===== src/hdl/lspd_pkg.sv =====
`timescale 1ns / 1ps
// Package: shared constants, controller states and command/status types of the line sensor block.
package lspd_pkg;

  localparam int NUM_SENSORS  = 8;
  localparam int SPAN         = NUM_SENSORS - 1;
  localparam int Q_BITS       = 14;
  localparam int DETECT_RUN   = 3;

  localparam int CNT_W  = 4;
  localparam int SUM_W  = 5;
  localparam int DEN_W  = 6;
  localparam int REM_W  = DEN_W + 1;
  localparam int QUO_W  = Q_BITS + 1;
  localparam int POS_W  = 16;
  localparam int DIV_STEPS = QUO_W;
  localparam int STEP_W = 4;

  typedef enum logic [1:0] {
    ST_IDLE,
    ST_DIV,
    ST_HOLD
  } ctrl_state_e;

  typedef struct packed {
    logic load;
    logic step;
    logic publish;
  } dp_cmd_t;

  typedef struct packed {
    logic last_step;
  } dp_sts_t;

endpackage


===== src/hdl/lspd_datapath.sv =====
`timescale 1ns / 1ps
// Datapath: mask and count, detect run tracking, shift-subtract divider and output registers.
module lspd_datapath (
  input  logic                      clk_i,
  input  logic                      rst_ni,
  input  lspd_pkg::dp_cmd_t         cmd_i,
  output lspd_pkg::dp_sts_t         sts_o,
  input  logic [7:0]                sensor_levels_i,
  output logic signed [15:0]        position_q_o,
  output logic [7:0]                active_mask_o,
  output logic [3:0]                active_count_o,
  output logic                      detected_o
);

  logic [7:0]                    mask_c;
  logic [lspd_pkg::CNT_W-1:0]    cnt_c;
  logic [lspd_pkg::SUM_W-1:0]    sum_c;
  logic [lspd_pkg::DEN_W-1:0]    den_c;
  logic [7:0]                    diff_c;
  logic [7:0]                    abs_c;
  logic [1:0]                    run_c;
  logic                          present_c;

  logic [7:0]                    mask_q;
  logic [lspd_pkg::CNT_W-1:0]    cnt_q;
  logic [lspd_pkg::DEN_W-1:0]    den_q;
  logic [lspd_pkg::REM_W-1:0]    rem_q, rem_d;
  logic [lspd_pkg::QUO_W-1:0]    quo_q, quo_d;
  logic                          neg_q;
  logic                          zero_q;
  logic                          det_q;
  logic [lspd_pkg::STEP_W-1:0]   step_q;
  logic [1:0]                    seen_run_q;
  logic                          line_present_q;

  logic                          ge_c;
  logic [lspd_pkg::REM_W-1:0]    rdiff_c;
  logic [lspd_pkg::POS_W-1:0]    pos_c;

  always_comb begin
    mask_c = ~sensor_levels_i;
    cnt_c  = '0;
    sum_c  = '0;
    for (int i = 0; i < lspd_pkg::NUM_SENSORS; i++) begin
      if (mask_c[i]) begin
        cnt_c = cnt_c + 1'b1;
        sum_c = sum_c + lspd_pkg::SUM_W'(i);
      end
    end
    den_c  = lspd_pkg::DEN_W'(cnt_c * lspd_pkg::SPAN);
    diff_c = {2'b00, sum_c, 1'b0} - {2'b00, den_c};
    abs_c  = diff_c[7] ? (8'd0 - diff_c) : diff_c;

    if (cnt_c == '0) begin
      run_c     = 2'd0;
      present_c = 1'b0;
    end else if (!line_present_q) begin
      run_c     = (seen_run_q < 2'(lspd_pkg::DETECT_RUN)) ? seen_run_q + 2'd1 : seen_run_q;
      present_c = (run_c == 2'(lspd_pkg::DETECT_RUN));
    end else begin
      run_c     = seen_run_q;
      present_c = 1'b1;
    end
  end

  // One quotient bit per step; the held remainder stays below twice the divisor.
  always_comb begin
    ge_c    = rem_q >= {1'b0, den_q};
    rdiff_c = ge_c ? (rem_q - {1'b0, den_q}) : rem_q;
    rem_d   = {rdiff_c[lspd_pkg::REM_W-2:0], 1'b0};
    quo_d   = {quo_q[lspd_pkg::QUO_W-2:0], ge_c};
    if (zero_q) begin
      pos_c = '0;
    end else if (neg_q) begin
      pos_c = lspd_pkg::POS_W'(0) - {1'b0, quo_q};
    end else begin
      pos_c = {1'b0, quo_q};
    end
  end

  always_ff @(posedge clk_i or negedge rst_ni) begin
    if (!rst_ni) begin
      seen_run_q     <= 2'd0;
      line_present_q <= 1'b0;
      step_q         <= '0;
    end else begin
      if (cmd_i.load) begin
        seen_run_q     <= run_c;
        line_present_q <= present_c;
        step_q         <= '0;
      end else if (cmd_i.step) begin
        step_q <= step_q + 1'b1;
      end
    end
  end

  always_ff @(posedge clk_i) begin
    if (cmd_i.load) begin
      mask_q <= mask_c;
      cnt_q  <= cnt_c;
      den_q  <= den_c;
      rem_q  <= abs_c[lspd_pkg::REM_W-1:0];
      quo_q  <= '0;
      neg_q  <= diff_c[7];
      zero_q <= (cnt_c == '0);
      det_q  <= present_c;
    end else if (cmd_i.step) begin
      rem_q <= rem_d;
      quo_q <= quo_d;
    end
    if (cmd_i.publish) begin
      position_q_o   <= pos_c;
      active_mask_o  <= mask_q;
      active_count_o <= cnt_q;
      detected_o     <= det_q;
    end
  end

  assign sts_o.last_step = (step_q == lspd_pkg::STEP_W'(lspd_pkg::DIV_STEPS - 1));

  a_load_clears_step: assert property (@(posedge clk_i) disable iff (!rst_ni)
    cmd_i.load |=> step_q == '0)
    else $error("step counter not cleared by load");

  a_rem_below_twice_den: assert property (@(posedge clk_i) disable iff (!rst_ni)
    (cmd_i.step && !zero_q) |-> rem_q < {den_q, 1'b0})
    else $error("divider remainder out of range");

  a_publish_copies_mask: assert property (@(posedge clk_i) disable iff (!rst_ni)
    cmd_i.publish |=> active_mask_o == $past(mask_q))
    else $error("published mask differs from held mask");

endmodule


===== src/hdl/lspd_ctrl.sv =====
`timescale 1ns / 1ps
// Controller: sequences load, divide steps and publish, and owns the handshakes.
module lspd_ctrl (
  input  logic               clk_i,
  input  logic               rst_ni,
  input  logic               in_valid_i,
  output logic               in_ready_o,
  output logic               out_valid_o,
  input  logic               out_ready_i,
  output lspd_pkg::dp_cmd_t  cmd_o,
  input  lspd_pkg::dp_sts_t  sts_i
);

  lspd_pkg::ctrl_state_e state_q, state_d;
  logic                  out_valid_q, out_valid_d;

  always_ff @(posedge clk_i or negedge rst_ni) begin
    if (!rst_ni) begin
      state_q     <= lspd_pkg::ST_IDLE;
      out_valid_q <= 1'b0;
    end else begin
      state_q     <= state_d;
      out_valid_q <= out_valid_d;
    end
  end

  always_comb begin
    state_d     = state_q;
    cmd_o       = '0;
    in_ready_o  = 1'b0;
    out_valid_d = out_valid_q;
    if (out_valid_q && out_ready_i) begin
      out_valid_d = 1'b0;
    end
    unique case (state_q)
      lspd_pkg::ST_IDLE: begin
        in_ready_o = 1'b1;
        if (in_valid_i) begin
          cmd_o.load = 1'b1;
          state_d    = lspd_pkg::ST_DIV;
        end
      end
      lspd_pkg::ST_DIV: begin
        cmd_o.step = 1'b1;
        if (sts_i.last_step) begin
          state_d = lspd_pkg::ST_HOLD;
        end
      end
      lspd_pkg::ST_HOLD: begin
        if (!out_valid_q || out_ready_i) begin
          cmd_o.publish = 1'b1;
          out_valid_d   = 1'b1;
          state_d       = lspd_pkg::ST_IDLE;
        end
      end
      default: begin
        state_d = lspd_pkg::ST_IDLE;
      end
    endcase
  end

  assign out_valid_o = out_valid_q;

  a_load_enters_div: assert property (@(posedge clk_i) disable iff (!rst_ni)
    cmd_o.load |=> state_q == lspd_pkg::ST_DIV)
    else $error("load did not start the divide");

  a_publish_sets_valid: assert property (@(posedge clk_i) disable iff (!rst_ni)
    cmd_o.publish |=> out_valid_q)
    else $error("published result not marked valid");

  a_div_runs_on: assert property (@(posedge clk_i) disable iff (!rst_ni)
    (state_q == lspd_pkg::ST_DIV && !sts_i.last_step) |=> state_q == lspd_pkg::ST_DIV)
    else $error("divide left before its last step");

endmodule


===== src/hdl/line_sensor_position_and_detect_top.sv =====
`timescale 1ns / 1ps
// Top level: line sensor position and detect block.
//
// Takes one request per sample of eight active-low light sensors and returns one result:
// the active mask (inverted levels), the count of active sensors, a signed Q1.14 line
// position (mean of (i-3.5)/3.5 over active sensors, truncated toward zero, 0 when none
// is active) and a detect flag that sets after three non-empty samples in a row and
// clears on the first empty one. The sample is loaded at the edge that accepts the request,
// the one-bit-per-cycle shift-subtract divider then runs, and the result is moved into the
// output register once that register is free (out_ready_i can hold it back). The
// controller returns to idle as the result is published, so a new request is taken only
// after the previous sample has been published. A finished result waits in the output
// register, so the next sample can be accepted while the previous result is still
// unread; a new result is only published once the old one has been taken.
module line_sensor_position_and_detect_top (
  input  logic               clk_i,
  input  logic               rst_ni,
  input  logic               in_valid_i,
  output logic               in_ready_o,
  input  logic [7:0]         sensor_levels_i,
  output logic               out_valid_o,
  input  logic               out_ready_i,
  output logic signed [15:0] position_q_o,
  output logic [7:0]         active_mask_o,
  output logic [3:0]         active_count_o,
  output logic               detected_o
);

  // Commands from the controller, status back from the datapath.
  lspd_pkg::dp_cmd_t cmd;
  lspd_pkg::dp_sts_t sts;

  // Sequence the request through load, divide and publish.
  lspd_ctrl u_ctrl (
    .clk_i       (clk_i),
    .rst_ni      (rst_ni),
    .in_valid_i  (in_valid_i),
    .in_ready_o  (in_ready_o),
    .out_valid_o (out_valid_o),
    .out_ready_i (out_ready_i),
    .cmd_o       (cmd),
    .sts_i       (sts)
  );

  // Hold the sample's mask, count and detect state; run the divider.
  lspd_datapath u_datapath (
    .clk_i           (clk_i),
    .rst_ni          (rst_ni),
    .cmd_i           (cmd),
    .sts_o           (sts),
    .sensor_levels_i (sensor_levels_i),
    .position_q_o    (position_q_o),
    .active_mask_o   (active_mask_o),
    .active_count_o  (active_count_o),
    .detected_o      (detected_o)
  );

endmodule

===== config.mk =====
export PLATFORM = sky130hd
export DESIGN_NAME = line_sensor_position_and_detect_top
export DESIGN_NICKNAME = d
export VERILOG_FILES = /design/src/hdl/lspd_pkg.sv /design/src/hdl/lspd_datapath.sv /design/src/hdl/lspd_ctrl.sv /design/src/hdl/line_sensor_position_and_detect_top.sv
export SDC_FILE = /design/constraint.sdc
export NUM_CORES = 1
export LEC_CHECK = 0
export BUFFER_PORTS_ARGS = -buffer_cell sky130_fd_sc_hd__buf_4
export CAP_MARGIN = 25
export CELL_PAD_IN_SITES_DETAIL_PLACEMENT = 0
export CELL_PAD_IN_SITES_GLOBAL_PLACEMENT = 2
export CORE_UTILIZATION = 35
export DETAILED_ROUTE_END_ITERATION = 10
export PLACE_DENSITY_LB_ADDON = 0.1
export SETUP_SLACK_MARGIN = 0.3
export SYNTH_ARGS = -nofsm -noshare
export SYNTH_HDL_FRONTEND = slang
export SYNTH_SLANG_ARGS = --single-unit

===== constraint.sdc =====
create_clock -name clk_i -period 2.2 [get_ports clk_i]
set_input_delay 0.22 -clock clk_i [delete_from_list [all_inputs] [get_ports clk_i]]
set_output_delay 0.22 -clock clk_i [all_outputs]
set_load 0.05 [all_outputs]

# [After elaboration in Yosys (flattened, before gate mapping)]
# Cells that the tools add are included.
# Widths: inputs -> output; s select.
[totals] output_inout_bits=31 word_cells=99 ff_bits=82
[classes] n_addsub=19 eq_ne=8 bitwise_logic=2 multipliers=1 n_reduce_logical=9 n_mux=40 magnitude_cmp=2
[op_table] op="$mux 4" count=9
[op_table] op="$mux 5" count=6
[op_table] op="$add 4x1->4 const B" count=7
[op_table] op="$mux 7" count=3
[op_table] op="$add 5x3->5 const B" count=4
[op_table] op="$sub 1x15->16 const A" count=1
[op_table] op="$mux 15" count=1
[op_table] op="$mux 1" count=13
[op_table] op="$mux 2" count=6
[op_table] op="$not 8->8" count=1
[op_table] op="$ge 7x6->1" count=1
[op_table] op="$sub 1x7->7 const A" count=1
[op_table] op="$sub 6x6->7" count=1
[op_table] op="$mul 4x3->6 const B" count=1
[op_table] op="$mux 6" count=1
[op_table] op="$ne 2x2->1 const B" count=3
[op_table] op="$pmux 2 s3" count=1
[op_table] op="$sub 6x6->6" count=1
[op_table] op="$add 5x2->5 const B" count=1
[op_table] op="$eq 2x2->1 const B" count=2
[op_table] op="$eq 4x4->1 const B" count=1
[op_table] op="$logic_not 4->1" count=1
[op_table] op="$add 1x2->3 const B" count=1
[op_table] op="$reduce_and 3->1" count=1
[op_table] op="13 further kinds" count=13

# [Depth between registers and ports, before layout]
[logic_depth] ltp_word=21 mapped_depth=33 ltp_nobuf=33

# [Cells and area by module]
# Synthesis repeated with hierarchy kept, for this count alone.
[unflattened] hier_cells=489 area_unflattened_um2=5089.9
[modules_own_cells] module="lspd_datapath" area_each_um2=4936.0 seq_area_each_um2=2157.1 cells_each=474 n_inst=1
[modules_own_cells] module="lspd_ctrl" area_each_um2=153.9 seq_area_each_um2=75.1 cells_each=15 n_inst=1

# [Worst setup path after synthesis]
# Ideal clock, no wire load.
[synth_path] path_kind="input port to flip-flop" start="in sensor_levels_i[0]" end="reg u_datapath.rem_q[5] (netlist name), data pin" path_stages=32 slack_ps=-4982 t_arrival_ps=6924 cell_sequence="inv_1 > ha_1 > and2_2 > or2_2 > ha_1 > nor2_1 > nor2_1 > ha_1 > mux2_2 > ha_1 > o32a_1 > and2_1 > ha_1 > nor2b_1 > a21o_1 > ha_1 > mux2_2 > a31o_2 > inv_1 > fa_1 > inv_1 > ha_1 > inv_1 > fa_1 > ha_1 > and2_1 > nor4b_1 > a31oi_1 > a21boi_0 > o211ai_1 > and3_1 > o31a_1"
[synth_via] elab_chain_cells=21
[synth_rtl] element="from (decl)" line="line_sensor_position_and_detect_top.sv:20" rtl="input logic [7:0] sensor_levels_i,"
[synth_rtl] element="$not 8->8 *" line="lspd_datapath.sv:41" rtl="mask_c = ~sensor_levels_i;"
[synth_rtl] element="$mux 1 *" line="lspd_datapath.sv:45" rtl="if (mask_c[i]) begin"
[synth_rtl] element="$add 1x1->2" line="lspd_datapath.sv:46" rtl="cnt_c = cnt_c + 1'b1;"
[synth_rtl] element="$mux 4 *" line="lspd_datapath.sv:45"
[synth_rtl] element="$add 4x1->4" line="lspd_datapath.sv:46"
[synth_rtl] element="$mux 4 *" line="lspd_datapath.sv:45"
[synth_rtl] element="$add 4x1->4" line="lspd_datapath.sv:46"
[synth_rtl] element="$mux 4 *" line="lspd_datapath.sv:45"
[synth_rtl] element="(+6 left out)"
[synth_rtl] element="$add 4x1->4" line="lspd_datapath.sv:46"
[synth_rtl] element="$mux 4 *" line="lspd_datapath.sv:45"
[synth_rtl] element="named net u_datapath.cnt_c, one bit" line="lspd_datapath.sv:16" rtl="logic [lspd_pkg::CNT_W-1:0] cnt_c;"
[synth_rtl] element="$mul 4x3->6 *" line="lspd_datapath.sv:50" rtl="den_c = lspd_pkg::DEN_W'(cnt_c * lspd_pkg::SPAN);"
[synth_rtl] element="$sub 6x6->7 *" line="lspd_datapath.sv:51" rtl="diff_c = {2'b00, sum_c, 1'b0} - {2'b00, den_c};"
[synth_rtl] element="$sub 1x7->7" line="lspd_datapath.sv:52" rtl="abs_c = diff_c[7] ? (8'd0 - diff_c) : diff_c;"
[synth_rtl] element="$mux 7 *" line="lspd_datapath.sv:52"
[synth_rtl] element="$mux 7 *" line="lspd_datapath.sv:98" rtl="if (cmd_i.load) begin"
[synth_rtl] element="to (signal assigned)" line="lspd_datapath.sv:102" rtl="rem_q <= abs_c[lspd_pkg::REM_W-1:0];"
[synth_rtl] element="to (signal assigned)" line="lspd_datapath.sv:108" rtl="rem_q <= rem_d;"
[synth_rtl] element="to (decl)" line="lspd_datapath.sv:27" rtl="logic [lspd_pkg::REM_W-1:0] rem_q, rem_d;"
# The timed path passes the listed nets; every way through them passes the cells marked *.
# A chain may end at the register's enable or synchronous reset.

# [Worst setup path after layout]
[layout_path] start="in sensor_levels_i[1]" end="reg u_datapath.rem_q[5] (netlist name), data pin"
[layout_lines] element="$not 8->8 *" line="lspd_datapath.sv:41"
[layout_lines] element="named net u_datapath.mask_c[1]" line="lspd_datapath.sv:15" rtl="logic [7:0] mask_c;"
[layout_lines] element="$mux 4 *" line="lspd_datapath.sv:45"
[layout_lines] element="$add 4x1->4" line="lspd_datapath.sv:46"
[layout_lines] element="$mux 4 *" line="lspd_datapath.sv:45"
[layout_lines] element="$add 4x1->4" line="lspd_datapath.sv:46"
[layout_lines] element="$mux 4 *" line="lspd_datapath.sv:45"
[layout_lines] element="$add 4x1->4" line="lspd_datapath.sv:46"
[layout_lines] element="(+5 left out)"
[layout_lines] element="$add 4x1->4" line="lspd_datapath.sv:46"
[layout_lines] element="$mux 4 *" line="lspd_datapath.sv:45"
[layout_lines] element="named net u_datapath.cnt_c, one bit" line="lspd_datapath.sv:16"
[layout_lines] element="$mul 4x3->6 *" line="lspd_datapath.sv:50"
[layout_lines] element="$sub 6x6->7 *" line="lspd_datapath.sv:51"
[layout_lines] element="named net u_datapath.diff_c[6]" line="lspd_datapath.sv:19" rtl="logic [7:0] diff_c;"
[layout_lines] element="$mux 7 *" line="lspd_datapath.sv:52"
[layout_lines] element="$mux 7 *" line="lspd_datapath.sv:98"
# Marks and branches as above.

==> metrics.md <==
| Metric | Value |
|---|---|
| Outcome | finished with violations |
| Failing checks | setup timing |
| Synth async-reset ratio | 0.123 |
| Fin worst setup slack | -4170 ps |
| HP Start | sensor_levels_i[0] |
| Setup crit end kind | register |
| Count of cell types in the netlist | 55 |
| N_diodes | 0 |
| Nets | 694 |
| Iter 0 DRT Violations | 132 |
| Pins Over Slew Limit | 0 |
| Fillers | 1215 |
| Register area share after synthesis | 0.458 |
| Setup Viol. Count Final | 20 |
| Post-Layout Cell Count | 824 |
| Wirelength per Cell | 13.1 µm |
| Post-synthesis mux area share | 0.0254 |
| Area post-placement | 6320 µm² |
| Compound-Gate Fraction of Synth Area | 0.114 |
| Largest family of logic cells by synthesized area | simple AND/OR/NAND/NOR gates |
| Hold Path Class | in -> reg |
| Routed wire length | 10800 µm |
| Flop-to-flop setup slack | -90 ps |
| # H-tree levels | 3 |
| Placed Cells | 777 |
| Largest stage delay, worst path | 480 ps |
| Core area | 13400 µm² |
| Hold Path Sink | u_datapath.mask_q[0] |
| DR vias | 3882 |
| Post-Synth XOR/XNOR Area | 0.103 |
| Initial Util | 0.364 |
| Critical Path Start Type | primary input |
| CP bufs+invs | 9 |
| WP data required | 2290 ps |
| Clock slew at reported path FFs | 70 ps |
| CP top delay family | adder cells |
| Post-synthesis adder-cell area fraction | 0.108 |
| Max cap viols | 0 |
| Yosys top cell by area | edfxtp_1 |
| Syn_nets | 527 |
| Cells after Synth | 476 |
| Total Routing Usage GR | 0.159 |
| Crit Path Category | in -> reg |
| FF+latch area | 2240 µm² |
| Slowest stage cell on the critical path | fa_2 |
| Number of cells on the worst reg-to-reg path | 11 |
| Drt drc | 0 |
| Reg2reg end | u_datapath.rem_q[1] |
| Slew HR | 0.641 |
| Synth top cells by count | edfxtp_1, nand2_1, nor2_1 |
| CTS root buf | clkbuf_16 |
| Finished Core Util | 0.536 |
| Clock Latency Late Sink | 340 ps |
| First-pass GRT wire length | 18100 µm |
| Total die area | 14400 µm² |
| Die X | 120 µm |
| Antenna violations before repair | 0 |
| Height of the die | 120 µm |
| Multi-input gate area | 2880 µm² |
| Setup Skew | 7.65 ps |
| GPL Wtd Cong | 0.763 |
| CTS tree | built |
| Share of the synthesized area in the top cell type | 0.345 |
| Half-perimeter wire length after placement | 8140 µm |
| Final period utilization | 2.90 |
| Clock period minus worst slack | 6370 ps |
| Synth Flop Type | edfxtp_1 |
| Simple logic cell fraction of the synthesized area | 0.149 |
| EDFF count, synth | 56 |
| Fmax | 157 MHz |
| Clock buffer depth | 2 |
| Layout cells sized above 1 | 0.412 |
| Via/cell ratio | 4.71 |
| Vias in the first global route | 3883 |
| Hold Path Depth | 2 |
| PortBufs | 42 |
| Area contributors post-synth | edfxtp_1, ha_1, dfxtp_1 |
| Mapped Area | 4870 µm² |
| Worst-margin pin slew | 538 ps |
| Largest net degree at the start of global routing | 32 |
| Area grow syn2layout | 47.3% |
| Post-Syn Area per Cell | 10.2 µm² |
| Max FO, Critical Path | 5 |
| # IOs | 43 |
| Most used cell, CP | ha_4 |
| GRT overflow | 0 |
| # rows | 42 |
| R2r startpoint | u_datapath.rem_q[1] |
| Total CTS buffers | 9 |
| Yosys reg bits | 81 |
| Clk sinks | 81 |
| Final ANT Viol Nets | 0 |
| CP arrival | 6460 ps |
| Most numerous cell in the Yosys netlist | edfxtp_1 |
| DR pass1 iterations | 4 |
| Final Hold Viols | 0 |
| Yosys Warn Count | 0 |
| Unrepaired setup endpoints after global routing | yes |
| Final instance area | 7180 µm² |
[state kept, by name, indices dropped and copies added (netlist names)]
name,count
u_datapath.mask_q,8
u_datapath.cnt_q,3
u_datapath.neg_q,1
u_datapath.line_present_q,1
u_datapath.quo_q,15
u_datapath.step_q,4
u_datapath.zero_q,1
u_ctrl.state_q,2
u_ctrl.out_valid_o,1
u_datapath.active_mask_o,8
u_datapath.det_q,1
u_datapath.den_q,6
u_datapath.rem_q,7
u_datapath.active_count_o,4
u_datapath.seen_run_q,2
u_datapath.position_q_o,16
u_datapath.detected_o,1
[layer usage]
metal  GRT usage  up-vias  share of wire
met5           0        -              0
met4      0.0469        0          0.012
met3      0.0257        9          0.021
met2       0.279       40           0.50
met1       0.201     1832           0.47
li1            -     2001              -
[through the flow]
step	worst slack, ps	hold WS (ps)	TNS, ps
finish	-4170	140	-55580
global route	-4420	130	-58840
CTS	-4240	129	-56460
detailed placement	-4880	58.1	-65230
global placement	-4780	56.1	-63810
floorplan	-4390	-75.6	-57370
[cell families after synthesis]
kind of cell | after synthesis
mux | 12
buf+inv | 55
xor+xnor | 48
compound gates | 90
fa+ha+maj | 39
simple gates | 151
flops | 81
[layout by cell type (no fill, tap or decap), types with 9 or more instances in the layout]
master     instances
nand2_1           49
ha_4              10
mux2i_1            9
nor2_1            32
xor2_1            18
ha_1              23
o21ai_0           27
xnor2_1           19
buf_4            153
a21oi_1           14
dfxtp_1           12
edfxtp_1          56
nand3_1           13
clkbuf_16          9
buf_6             17
inv_1             31
dfrtp_1           10
[how the worst max path moves through the flow]
stage | start | endpoint | cells after the start
3_5_place_dp | sensor_levels_i[1] | u_datapath.rem_q[5] | 33
6_report | sensor_levels_i[1] | u_datapath.rem_q[5] | 36
5_1_grt | sensor_levels_i[1] | u_datapath.rem_q[5] | 36
4_1_cts | sensor_levels_i[1] | u_datapath.rem_q[4] | 35
3_3_place_gp | sensor_levels_i[1] | u_datapath.rem_q[5] | 33
2_1_floorplan | sensor_levels_i[1] | u_datapath.rem_q[5] | 32
[cell type report]
| type | instances | area share |
|---|---|---|
| Tap cell | 176 | 0.0307 |
| Timing Repair Buffer | 173 | 0.193 |
| Clock buffer | 9 | 0.0314 |
| Multi-Input combinational cell | 340 | 0.401 |
| Sequential cell | 81 | 0.312 |
| Inverter | 38 | 0.0227 |
| Clock inverter | 7 | 0.00872 |
[repair_timing]
action                                  in CTS  in global routing
gates resized for setup                     58                 20
hold endpoints to repair                    10                  0
setup buffers                               27                  3
hold buffers                                 1                  0
pin swaps                                   42                 26
endpoints found under the setup margin      26                 27
Power is left out: the tool's default activity adds up to more than one toggle a clock period on the data nets, which glitch-free logic cannot reach.
